## config.mk

```make
export PLATFORM = sky130hd
export DESIGN_NAME = modulated_beam_trip_detector
export DESIGN_NICKNAME = d
export VERILOG_FILES = /design/src/sv/mbtd_pkg.sv /design/src/sv/mbtd_core.sv /design/src/sv/modulated_beam_trip_detector.sv
export SDC_FILE = /design/constraint.sdc
export NUM_CORES = 1
export LEC_CHECK = 0
export BUFFER_PORTS_ARGS = -buffer_cell sky130_fd_sc_hd__buf_2
export CORE_MARGIN = 2
export CORE_UTILIZATION = 42
export DETAILED_ROUTE_END_ITERATION = 12
export RECOVER_POWER = 25
export SLEW_MARGIN = 30
export SYNTH_ARGS = -nofsm -noshare
export SYNTH_HDL_FRONTEND = slang
export SYNTH_SLANG_ARGS = --single-unit
```

## constraint.sdc

```tcl
create_clock -name clk -period 12 [get_ports clk]
set_input_delay 2.4 -clock clk [delete_from_list [all_inputs] [get_ports clk]]
set_output_delay 2.4 -clock clk [all_outputs]
set_load 0.01 [all_outputs]
```

## src/sv/mbtd_pkg.sv

```systemverilog
// shared types and constants for the modulated beam trip detector
// no dependencies
`timescale 1ns / 1ps
`default_nettype none

package mbtd_pkg;

	localparam int unsigned SAMPLE_W  = 10;
	localparam int unsigned TIME_W    = 32;
	localparam int unsigned THRESH_W  = 10;
	localparam int unsigned HOLD_W    = 16;
	localparam int unsigned CFG_IDX_W = 4;
	localparam int unsigned CFG_DAT_W = 16;

	localparam logic [CFG_IDX_W-1:0] CFG_CHANGE_THRESHOLD = CFG_IDX_W'(0);
	localparam logic [CFG_IDX_W-1:0] CFG_HOLD_TIME_MS     = CFG_IDX_W'(1);

	localparam logic [THRESH_W-1:0] CHANGE_THRESHOLD_RST = THRESH_W'(20);
	localparam logic [HOLD_W-1:0]   HOLD_TIME_MS_RST     = HOLD_W'(500);

	localparam logic CMD_SAMPLE = 1'b0;
	localparam logic CMD_STOP   = 1'b1;

	localparam logic [1:0] MISS_MAX    = 2'd3;
	localparam logic [1:0] MISS_TRIP   = 2'd1;
	localparam logic [2:0] COUNT_MAX   = 3'd7;
	localparam logic [2:0] RECOVER_LIM = 3'd3;
	localparam logic [2:0] HIT_RUN_LIM = 3'd5;

	typedef struct packed {
		logic                cmd;
		logic [SAMPLE_W-1:0] sample_value;
		logic [TIME_W-1:0]   now_ms;
	} in_t;

	typedef struct packed {
		logic laser_drive;
		logic indicator_led;
		logic tripped;
		logic trip_finished;
	} out_t;

	typedef struct packed {
		logic [THRESH_W-1:0] change_threshold;
		logic [HOLD_W-1:0]   hold_time_ms;
	} cfg_t;

endpackage

`default_nettype wire

```

## src/sv/mbtd_core.sv

```systemverilog
// detector state and per-sample update logic
// depends on mbtd_pkg
`timescale 1ns / 1ps
`default_nettype none

module mbtd_core (
	input  wire logic         clk,
	input  wire logic         arst_n,
	input  wire logic         en,
	input  wire mbtd_pkg::in_t  item,
	input  wire mbtd_pkg::cfg_t cfg,
	output mbtd_pkg::out_t    res
);
	import mbtd_pkg::*;

	logic                drive_q;
	logic [SAMPLE_W-1:0] last_q;
	logic [1:0]          miss_q;
	logic [2:0]          recover_q;
	logic [2:0]          hit_run_q;
	logic                trip_q;
	logic                ended_q;
	logic                led_q;
	logic [TIME_W-1:0]   hold_start_q;

	logic                drive_d;
	logic [SAMPLE_W-1:0] last_d;
	logic [1:0]          miss_d;
	logic [2:0]          recover_d;
	logic [2:0]          hit_run_d;
	logic                trip_d;
	logic                ended_d;
	logic                led_d;
	logic [TIME_W-1:0]   hold_start_d;

	logic [SAMPLE_W:0]   up_sum;
	logic [SAMPLE_W:0]   down_sum;
	logic                hit;
	logic [2:0]          rc_inc;
	logic [TIME_W-1:0]   elapsed;

	assign up_sum   = {1'b0, last_q} + {1'b0, cfg.change_threshold};
	assign down_sum = {1'b0, item.sample_value} + {1'b0, cfg.change_threshold};
	assign elapsed  = item.now_ms - hold_start_q;

	always_comb begin
		drive_d      = drive_q;
		last_d       = last_q;
		miss_d       = miss_q;
		recover_d    = recover_q;
		hit_run_d    = hit_run_q;
		trip_d       = trip_q;
		ended_d      = ended_q;
		led_d        = led_q;
		hold_start_d = hold_start_q;
		hit          = 1'b0;
		rc_inc       = recover_q;
		if (item.cmd == CMD_STOP) begin
			drive_d   = 1'b1;
			led_d     = 1'b0;
			trip_d    = 1'b0;
			ended_d   = 1'b1;
			miss_d    = 2'd0;
			recover_d = 3'd0;
		end else begin
			drive_d = ~drive_q;
			if (drive_d)
				hit = {1'b0, item.sample_value} > up_sum;
			else
				hit = {1'b0, last_q} > down_sum;

			// miss and recovery counters
			if (!hit) begin
				if (miss_q < MISS_MAX)
					miss_d = miss_q + 2'd1;
				hit_run_d = 3'd0;
			end else if (!trip_q) begin
				if (miss_q != 2'd0 && recover_q < COUNT_MAX)
					rc_inc = recover_q + 3'd1;
				recover_d = rc_inc;
				if (rc_inc > RECOVER_LIM) begin
					miss_d    = 2'd0;
					recover_d = 3'd0;
				end
			end

			// run of hits ends a trip
			if (hit && !ended_q) begin
				if (hit_run_q < COUNT_MAX)
					hit_run_d = hit_run_q + 3'd1;
				if (hit_run_d > HIT_RUN_LIM)
					ended_d = 1'b1;
			end

			if (miss_d > MISS_TRIP) begin
				led_d = 1'b1;
				if (!trip_q)
					ended_d = 1'b0;
				trip_d       = 1'b1;
				hold_start_d = item.now_ms;
				miss_d       = 2'd0;
				recover_d    = 3'd0;
			end else if (elapsed >= {{(TIME_W-HOLD_W){1'b0}}, cfg.hold_time_ms}) begin
				led_d  = 1'b0;
				trip_d = 1'b0;
			end

			last_d = item.sample_value;
		end
	end

	always_ff @(posedge clk or negedge arst_n) begin
		if (!arst_n) begin
			drive_q      <= 1'b0;
			last_q       <= '0;
			miss_q       <= 2'd0;
			recover_q    <= 3'd0;
			hit_run_q    <= 3'd0;
			trip_q       <= 1'b0;
			ended_q      <= 1'b0;
			led_q        <= 1'b1;
			hold_start_q <= '0;
		end else if (en) begin
			drive_q      <= drive_d;
			last_q       <= last_d;
			miss_q       <= miss_d;
			recover_q    <= recover_d;
			hit_run_q    <= hit_run_d;
			trip_q       <= trip_d;
			ended_q      <= ended_d;
			led_q        <= led_d;
			hold_start_q <= hold_start_d;
		end
	end

	assign res.laser_drive   = drive_d;
	assign res.indicator_led = led_d;
	assign res.tripped       = trip_d;
	assign res.trip_finished = ended_d;

endmodule

`default_nettype wire

```

## src/sv/modulated_beam_trip_detector.sv

```systemverilog
// top level of the modulated beam trip detector: handshakes, registers, result register
// depends on mbtd_pkg and mbtd_core
//
// channel  direction  payload                      handshake
// in       input      in_data (mbtd_pkg::in_t)     in_valid / in_ready
// out      output     out_data (mbtd_pkg::out_t)   out_valid / out_ready
// cfg      input      cfg_index, cfg_data          cfg_valid / cfg_ready
//
// one request per cycle sustained while results are taken; each result passes through
// the input register, then the result register
// the update of each sample is a single pass of compare and counter logic
// reset clears the valid flags and detector state; led comes up set, config registers take their default values
// a held result stalls the input register, and in_ready drops only then
`timescale 1ns / 1ps
`default_nettype none

module modulated_beam_trip_detector (
	input  wire logic                               clk,
	input  wire logic                               arst_n,
	input  wire logic                               in_valid,
	output logic                                    in_ready,
	input  wire mbtd_pkg::in_t                      in_data,
	output logic                                    out_valid,
	input  wire logic                               out_ready,
	output mbtd_pkg::out_t                          out_data,
	input  wire logic                               cfg_valid,
	output logic                                    cfg_ready,
	input  wire logic [mbtd_pkg::CFG_IDX_W-1:0]     cfg_index,
	input  wire logic [mbtd_pkg::CFG_DAT_W-1:0]     cfg_data
);
	import mbtd_pkg::*;

	in_t  item_s1;
	logic valid_s1;
	out_t res_s2;
	logic valid_s2;
	cfg_t cfg_q;
	out_t res;
	logic advance;

	assign advance   = valid_s1 && (!valid_s2 || out_ready);
	assign in_ready  = !valid_s1 || advance;
	assign cfg_ready = 1'b1;

	always_ff @(posedge clk or negedge arst_n) begin
		if (!arst_n) begin
			cfg_q.change_threshold <= CHANGE_THRESHOLD_RST;
			cfg_q.hold_time_ms     <= HOLD_TIME_MS_RST;
		end else if (cfg_valid) begin
			unique case (cfg_index)
				CFG_CHANGE_THRESHOLD: cfg_q.change_threshold <= cfg_data[THRESH_W-1:0];
				CFG_HOLD_TIME_MS:     cfg_q.hold_time_ms     <= cfg_data[HOLD_W-1:0];
				default: ;
			endcase
		end
	end

	always_ff @(posedge clk or negedge arst_n) begin
		if (!arst_n) begin
			valid_s1 <= 1'b0;
			valid_s2 <= 1'b0;
		end else begin
			if (in_ready)
				valid_s1 <= in_valid;
			if (advance)
				valid_s2 <= 1'b1;
			else if (out_ready)
				valid_s2 <= 1'b0;
		end
	end

	always_ff @(posedge clk) begin
		if (in_ready && in_valid)
			item_s1 <= in_data;
		if (advance)
			res_s2 <= res;
	end

	mbtd_core u_core (
		.clk    (clk),
		.arst_n (arst_n),
		.en     (advance),
		.item   (item_s1),
		.cfg    (cfg_q),
		.res    (res)
	);

	assign out_valid = valid_s2;
	assign out_data  = res_s2;

endmodule

`default_nettype wire

```

## Word-level counts from Yosys, hierarchy flattened

Index checks and enable logic that the tools add are counted.

- Register bits: 129
- Input port bits: 68
- Output and inout bits: 7
- Word-level logic and storage cells: 94

- $add $sub $neg: 6
- Order comparisons: 9
- Equality and inequality tests: 2
- Muxes and demuxes: 37
- Bitwise operators: 2
- Reductions and logical operators: 18

Operators with widths:

| operator | number |
|---|---|
| $mux W3 | 14 |
| $ge A32 B16 Y1 | 1 |
| $sub A32 B32 Y32 | 1 |
| $add A10 B10 Y11 | 2 |
| $gt A10 B11 Y1 | 2 |
| $mux W1 | 16 |
| $mux W2 | 7 |
| $add A3 B1 Y3 const B | 2 |
| $lt A3 B3 Y1 const B | 2 |
| $reduce_and A2 Y1 | 3 |
| $reduce_and A3 Y1 | 2 |
| $eq A4 B1 Y1 const B | 1 |
| $logic_and A1 B1 Y1 | 4 |
| $logic_not A4 Y1 | 1 |
| $reduce_bool A2 Y1 | 2 |
| $gt A3 B2 Y1 const B | 1 |
| $gt A3 B3 Y1 const B | 1 |
| $logic_not A1 Y1 | 3 |
| $ne A3 B3 Y1 const B | 1 |
| $reduce_bool A3 Y1 | 1 |
| $add A2 B1 Y2 const B | 1 |
| $gt A2 B1 Y1 const B | 1 |
| $logic_or A1 B1 Y1 | 2 |
| $lt A2 B2 Y1 const B | 1 |
| $not A1 Y1 | 2 |

## Depth between registers and ports, before layout

Gate-level depths: netlist of the first run.

- Depth after elaboration: 14
- Gate-level depth with buffers: 21
- Gate-level depth less buffers: 21

## Modules after synthesis

From an unflattened synthesis of the first run, not the netlist that was laid out.

- Cell total of the unflattened synthesis: 844
- Area, all modules: 8583.2 um2

By module, submodules not included:

| module | times used | cells an instance | area each (um2) | seq. area each (um2) |
|---|---|---|---|---|
| mbtd_core | 1 | 730 | 6015.8 | 1352.5 |
| modulated_beam_trip_detector | 1 | 114 | 2567.5 | 2122.0 |

## Least setup slack after synthesis of the first run

OpenSTA, ideal clock, no wires.

- Path kind: input -> output
- Start point: input port out_ready
- End point: output port in_ready
- Arrival time: 2.609 ns
- Setup slack: 6.991 ns
- Stages on the path: 1
- Buffers on the path: 0
- Path through: nand3b_1

- Cells in the longest elaborated chain, start to end: 3

RTL lines:

| what | RTL line | text |
|---|---|---|
| start: declaration | modulated_beam_trip_detector.sv:24 | `input wire logic out_ready,` |
| $logic_or A1 B1 Y1 | modulated_beam_trip_detector.sv:41 | `assign advance = valid_s1 && (!valid_s2 \|\| out_ready);` |
| $logic_and A1 B1 Y1 | modulated_beam_trip_detector.sv:41 |  |
| $logic_or A1 B1 Y1 | modulated_beam_trip_detector.sv:42 | `assign in_ready = !valid_s1 \|\| advance;` |
| end: declaration | modulated_beam_trip_detector.sv:21 | `output logic in_ready,` |

Every way passes these cells.

## Worst setup path after layout of the first run

Same ends and word-level chain as after synthesis.

==> results of run 1 <==
where the power goes:
part | switching (uW) | internal, uW | total [uW] | leakage, uW
logic | 658 | 489 | 1150 | 0.00246
registers | 58.6 | 570 | 629 | 0.00144
clock network | 200 | 348 | 547 | 0.000291
layout make-up:
class                           instances  area, sq um
Clock buffer                           19          433
Clock inverter                         13          186
Multi-Input combinational cell        616         4450
Inverter                               63          236
Sequential cell                       129         3470
Timing Repair Buffer                   76          387
Tap cell                              265          332
Fill cell                            1848         9960
metal layers:
metal | share of wire (%) | up-vias
met5 | 0 | -
met3 | 3.5 | 13
li1 | - | 3139
met2 | 47 | 88
met1 | 49 | 2855
met4 | 1.3 | 0
sequential cells by signal, summed over array words and instances, names as in the netlist:
name,flops
u_core.last_q,10
out_data,4
u_core.led_q,1
valid_s1,1
u_core.drive_q,1
out_valid,1
u_core.recover_q,3
u_core.ended_q,1
u_core.hit_run_q,3
u_core.trip_q,1
u_core.hold_start_q,32
cfg_q,26
u_core.miss_q,2
item_s1,43
cells by family after synthesis:
group,synth area share [%]
adders and majority gates,14.1
buffers and inverters,4.78
DFF,41.8
xor gates and xnor gates,4.53
muxes,4.05
other,0.0451
and+or+nand+nor,13.4
AOI/OAI and AO/OA,17.3
synth_stat cells (all sizes together) (12+ instances only):
| library cell | instances | area (sq um) |
|---|---|---|
| a21o | 12 | 90.1 |
| xnor2 | 19 | 166 |
| buf | 14 | 108 |
| nor3 | 13 | 65.1 |
| nand2 | 104 | 395 |
| a21oi | 69 | 360 |
| mux2 | 29 | 327 |
| edfxtp | 47 | 1410 |
| o21ai | 63 | 334 |
| nand2b | 14 | 87.6 |
| o21a | 14 | 106 |
| xor2 | 24 | 210 |
| nand3 | 20 | 100 |
| nor2 | 32 | 128 |
| nand4 | 12 | 75.1 |
| ha | 89 | 1110 |
| dfrtp | 73 | 1830 |
| inv | 63 | 236 |
worst paths after layout:
kind,startpoint,endpoint,slack [ns],cells after the start
worst max register to register,item_s1[33]$_DFFE_PP_,u_core.hold_start_q[0]$_DFFE_PN0P_,7.03,20
worst min register to register,item_s1[24]$_DFFE_PP_,u_core.hold_start_q[24]$_DFFE_PN0P_,0.50,2
min in group asynchronous,arst_n,u_core.hold_start_q[7]$_DFFE_PN0P_,2.33,1
max in group asynchronous,arst_n,cfg_q[19]$_DFFE_PN0P_,8.21,2
worst min-delay path,item_s1[24]$_DFFE_PP_,u_core.hold_start_q[24]$_DFFE_PN0P_,0.50,2
worst max-delay path,out_ready,in_ready,6.76,3
worst min-delay path, cell delays in order (launching register included):
cell      delay [ns]
edfxtp_1        0.35
nand2_1         0.05
o21ai_1         0.06
metrics by stage:
| step | util (%) | total power [uW] | worst slack, ns |
|---|---|---|---|
| final | 48.8 | 2320 | 6.76 |
| after detailed placement | 45.7 | 1770 | 6.77 |
| after floorplan | - | 1550 | 6.99 |
| after CTS | 48.8 | 2340 | 6.76 |
| after global routing | 48.8 | 2540 | 6.56 |
| after global placement | 45.6 | 1760 | 6.78 |
==> impl_metrics.yaml, run 1 <==
synth:
  ys_seq_elements: 129
  synth_ff_type: "dfrtp_1"
  synth-warning-count: 0
  seq_area_frac_synth_pct: 41.8
  synth_area_sq_um: 8320
  synth_cells: 831
  synth_edf_count: 47
  synth_fp_nets: 991
  syn_area_per_cell_sq_um: 10.0
  synthArstFlopShare_pct: 63.6
  synth.distinct_cells: 78
pwr:
  p_per_area_nw_per_um2: 244
  power.leakage_uw: 0.00419
  ir_worst_vdd_uv: 112
clocking:
  cts_root_buf: "clkbuf_16"
  clk_path_buf_depth: 2
  cts_tree: "built"
  cts_made_buffers: 17
  postCtsHoldBufs: 0
  path_clk_slew_ns: 0.05
  cts_setup_buffers: 0
  cts_resized: 0
  clk_latency_ns: 0.42
  cts_sinks: 129
  htree_levels: 4
die:
  pin_count: 75
  die-height_um: 145
  initial_core_util_pct: 42.8
  core_sq_um: 19500
  row_count: 51
  die-area_sq_um: 21000
  chipWidth_um: 145
place:
  hpwl_mm: 13.3
  gp_congestion: 0.908
  dp.cells: 1149
  postPlaceCellArea_sq_um: 8890
  io_buffers: 73
global_routing:
  grt.busiest_layer: "met2"
  grt_pass1_vias: 6212
  use_met3_pct: 3.82
  met1_usage_pct: 25.2
  grt_max_degree: 65
  grt_pass1_wl_mm: 30.8
  gr-usage-all-layers_pct: 18.9
  overflow: 0
  groute.layer.met2.usage_pct: 30.8
  antenna_found_initial: 0
route:
  antenna_left: 0
  via_per_inst: 5.16
  dr.pass1.iters: 4
  vias: 6095
  drc_errors: 0
  wire_per_inst_um: 15.2
  wirelength_mm: 18.0
  drtIter0Drc: 361
setup_path:
  criticalPathCategory: "input pin to primary output"
  critPathMaxStageDelay_ns: 0.18
  crit_arrival_ns: 2.84
  cp.required_ns: 9.60
  setup.worst_path.start_class: "input pin"
  cp_top_family: "buffers and inverters"
  cpMostUsedCell: "buf_2"
  end_kind: "primary output"
  cp_max_fo: 3
  crit_chain: "buf_2 > nand3b_1 > buf_2"
  crit_path_top_delay_cell: "nand3b_1"
  crit_buf_inv: 2
sta:
  slew_headroom_pct: -0.300
  skew_ns: 0.00832
  final-setup-viol-count: 0
  hold_viol: 0
  final.min_clock_period_ns: 5.24
  hold_ws_ns: 0.497
  fin_crit_sh_pct: 43.7
  slew_viol_final: 27
  tns_ns: 0
  max_freq_mhz: 191
  rsz0062_at_grt: "false"
  worst_slew_pin_slew_ns: 1.50
layout:
  instances_no_fill: 1181
  drive_gt1_share_pct: 18.2
  area_growth_pct: 14.2
  diodes: 0
  final_cell_mix: "nand2_1, ha_1, dfrtp_1"
  design_area_sq_um: 9500
  layout_commonest_cell: "nand2_1"
  fin_nets: 1063
run_status:
  violations: "capacitance limit, slew limit"
  outcome: "finished with violations"
run:
  drv_cap: 1
hold_path:
  hp-class: "register to register"
Power figures use the tool's default switching activity.
==> inputs of run 2 (changes only) <==
- clock period: 12 -> 4.4 ns (I/O delays scaled with it)
==> run 2 against run 1 <==
Final cell count rose by 1.1%. Count of clock-buffer cells in the layout fell by 1. Global-route usage fell by 0.60 points. The run still ends with capacitance limit, slew limit left. Clock power rose to 2.6 times the previous value. Non-clock buffer count rose by 13. Utilization rose by 0.93 points. Total power rose to 2.8 times the previous value. Critical endpoint is now out_data[2]$_DFFE_PP_. Worst hold slack got worse by 0.0099 ns. Sequential share of layout area fell by 0.69 points. Sequential power rose to 2.7 times the previous value. Flip-flop and latch count did not move. Design area rose by 1.9%.
==> impl_metrics.yaml, run 2 (synthesis results as in run 1) <==
run_status:
  outcome: "finished with violations"
  violations: "capacitance limit, slew limit"
sta:
  worst_slew_pin_slew_ns: 3.36
  fin_crit_sh_pct: 93.6
  skew_ns: 0.00966
  fin_ws_ns: 0.283
  max_freq_mhz: 243
  final-setup-viol-count: 0
  hold_viol: 0
  slew_viol_final: 61
  final.min_clock_period_ns: 4.12
  slew_headroom_pct: -124
  rsz0062_at_grt: "true"
clocking:
  clk_path_buf_depth: 2
  postCtsHoldBufs: 0
  cts_root_buf: "clkbuf_16"
  cts_sinks: 129
  clk_latency_ns: 0.43
  path_clk_slew_ns: 0.06
  htree_levels: 4
  cts_made_buffers: 17
  cts_tree: "built"
setup_path:
  crit_path_top_delay_cell: "edfxtp_1"
  cp.required_ns: 4.67
  cp_top_family: "compound AO/OA/AOI/OAI gates"
  critPathMaxStageDelay_ns: 0.39
  crit_buf_inv: 3
  criticalPathCategory: "register to register"
  cp_max_fo: 3
  end_kind: "register"
  setup.worst_path.start_class: "register"
  crit_arrival_ns: 4.39
  crit_chain: "inv_1 > ha_1 > inv_1 > fa_2 > a211oi_2 > o21ai_2 > a21boi_2 > o21bai_1 > a21oi_1 > xnor2_1 > ha_1 > a21o_1 > a2111oi_4 > o21ai_2 > a21oi_2 > o2111ai_2 > nor4_2 > buf_4 > nand4_1 > a21oi_2"
layout:
  top_register: "item_s1"
  final_util_pct: 49.8
  drive_gt1_share_pct: 21.2
  multiInputGateArea_sq_um: 4540
  largest_registers: "item_s1: 43 flops, u_core.hold_start_q: 32 flops, cfg_q: 26 flops"
  register_area_sq_um: 3470
  area_growth_pct: 16.4
  layout_commonest_cell: "nand2_1"
  instances_no_fill: 1194
  largest_reg_flops: 43
  fillCellCount: 1798
  final_cell_mix: "nand2_1, ha_1, dfrtp_1"
  fin_nets: 1076
  diodes: 0
global_routing:
  grt_pass1_vias: 6105
  grt_pass1_wl_mm: 29.7
  gr-usage-all-layers_pct: 18.3
  overflow: 0
  antenna_found_initial: 0
  grt_max_degree: 61
place:
  io_buffers: 73
  dp.cells: 1156
  hpwl_mm: 13.7
  dp_slack_ns: -0.0758
  gp_congestion: 0.909
hold_path:
  hp-class: "register to register"
route:
  antenna_left: 0
  drc_errors: 0
  vias: 6248
  via_per_inst: 5.23
  wirelength_mm: 18.3
  dr.pass1.iters: 5
  wire_per_inst_um: 15.3
  drtIter0Drc: 355
run:
  drv_cap: 1
die:
  chipWidth_um: 145
  core_sq_um: 19500
  die-height_um: 145
  initial_core_util_pct: 42.8
  row_count: 51
  pin_count: 75
  die-area_sq_um: 21000
pwr:
  ir_worst_vdd_uv: 290
  power.leakage_uw: 0.00426
  p_per_area_nw_per_um2: 667
[run 2: cell types whose count changed in the layout (fill, tap and decap cells not counted), moves of 2 or more]
cell,previous run,this run
a21oi_1,67,58
a21oi_2,1,10
buf_12,0,2
buf_2,72,70
buf_4,3,14
clkinv_2,1,4
o21ai_0,26,23
o21ai_1,34,36
[run 2: final timing paths]
kind,start,endpoint,slack (ns),cells past startpoint
setup / recovery,item_s1[0]$_DFFE_PP_,out_data[2]$_DFFE_PP_,0.28,20
hold / removal,valid_s1$_DFFE_PN0N_,out_valid$_DFFE_PN0P_,0.49,1
setup reg to reg,item_s1[0]$_DFFE_PP_,out_data[2]$_DFFE_PP_,0.28,20
hold reg to reg,valid_s1$_DFFE_PN0N_,out_valid$_DFFE_PN0P_,0.49,1
max in group asynchronous,arst_n,u_core.hold_start_q[21]$_DFFE_PN0P_,0.93,1
min in group asynchronous,arst_n,u_core.hold_start_q[10]$_DFFE_PN0P_,1.59,1
[run 2: power by group]
part,switching (uW),leakage [uW],total [uW],internal [uW]
clock network,540,0.000288,1430,888
logic,1890,0.00254,3320,1430
registers,162,0.00144,1720,1560
total,2590,0.00426,6460,3870
[run 2: what timing repair did]
action | CTS | global route
hold endpoints to repair | 0 | 0
endpoints found under the setup margin | 2 | 43
gates resized for setup | 0 | 27
pin swaps | 1 | 10
setup buffers | 1 | 5
[run 2: worst register-to-register path, stage by stage (launching register included)]
cell and delay [ns]:
edfxtp_1 0.39, inv_1 0.07, ha_1 0.17, inv_1 0.06, fa_2 0.38, a211oi_2 0.28, o21ai_2 0.12, a21boi_2 0.15
o21bai_1 0.07, a21oi_1 0.17, xnor2_1 0.15, ha_1 0.26, a21o_1 0.21, a2111oi_4 0.36, o21ai_2 0.11, a21oi_2 0.16
o2111ai_2 0.14, nor4_2 0.22, buf_4 0.16, nand4_1 0.14, a21oi_2 0.19
[run 2: stage by stage]
step	power [uW]	hold slack, ns	TNS (ns)	area (sq um)
after global routing	7000	0.518	-0.000650	9680
after detailed placement	4870	0.475	-0.143	8950
final	6460	0.487	0	9680
after floorplan	4220	0.457	0	8320
after CTS	6340	0.487	0	9550
after global placement	4840	0.468	-0.0858	8950
[run 2: final cells by class]
type	instances	area share, %
timing repair buffer	89	5.23
clock inverter	14	1.69
inverter	63	2.44
tap	265	3.42
sequential	129	35.9
multi-input combinational	616	46.9
clock buffer	18	4.43
[run 2: layer usage]
| metal | vias to the layer above | GRT usage, % | share of wire (%) |
|---|---|---|---|
| li1 | 3166 | - | - |
| met1 | 2959 | 23.4 | 47 |
| met2 | 100 | 31.2 | 48 |
| met3 | 23 | 3.82 | 3.6 |
| met4 | 0 | 5.83 | 1.8 |
| met5 | - | 0 | 0 |
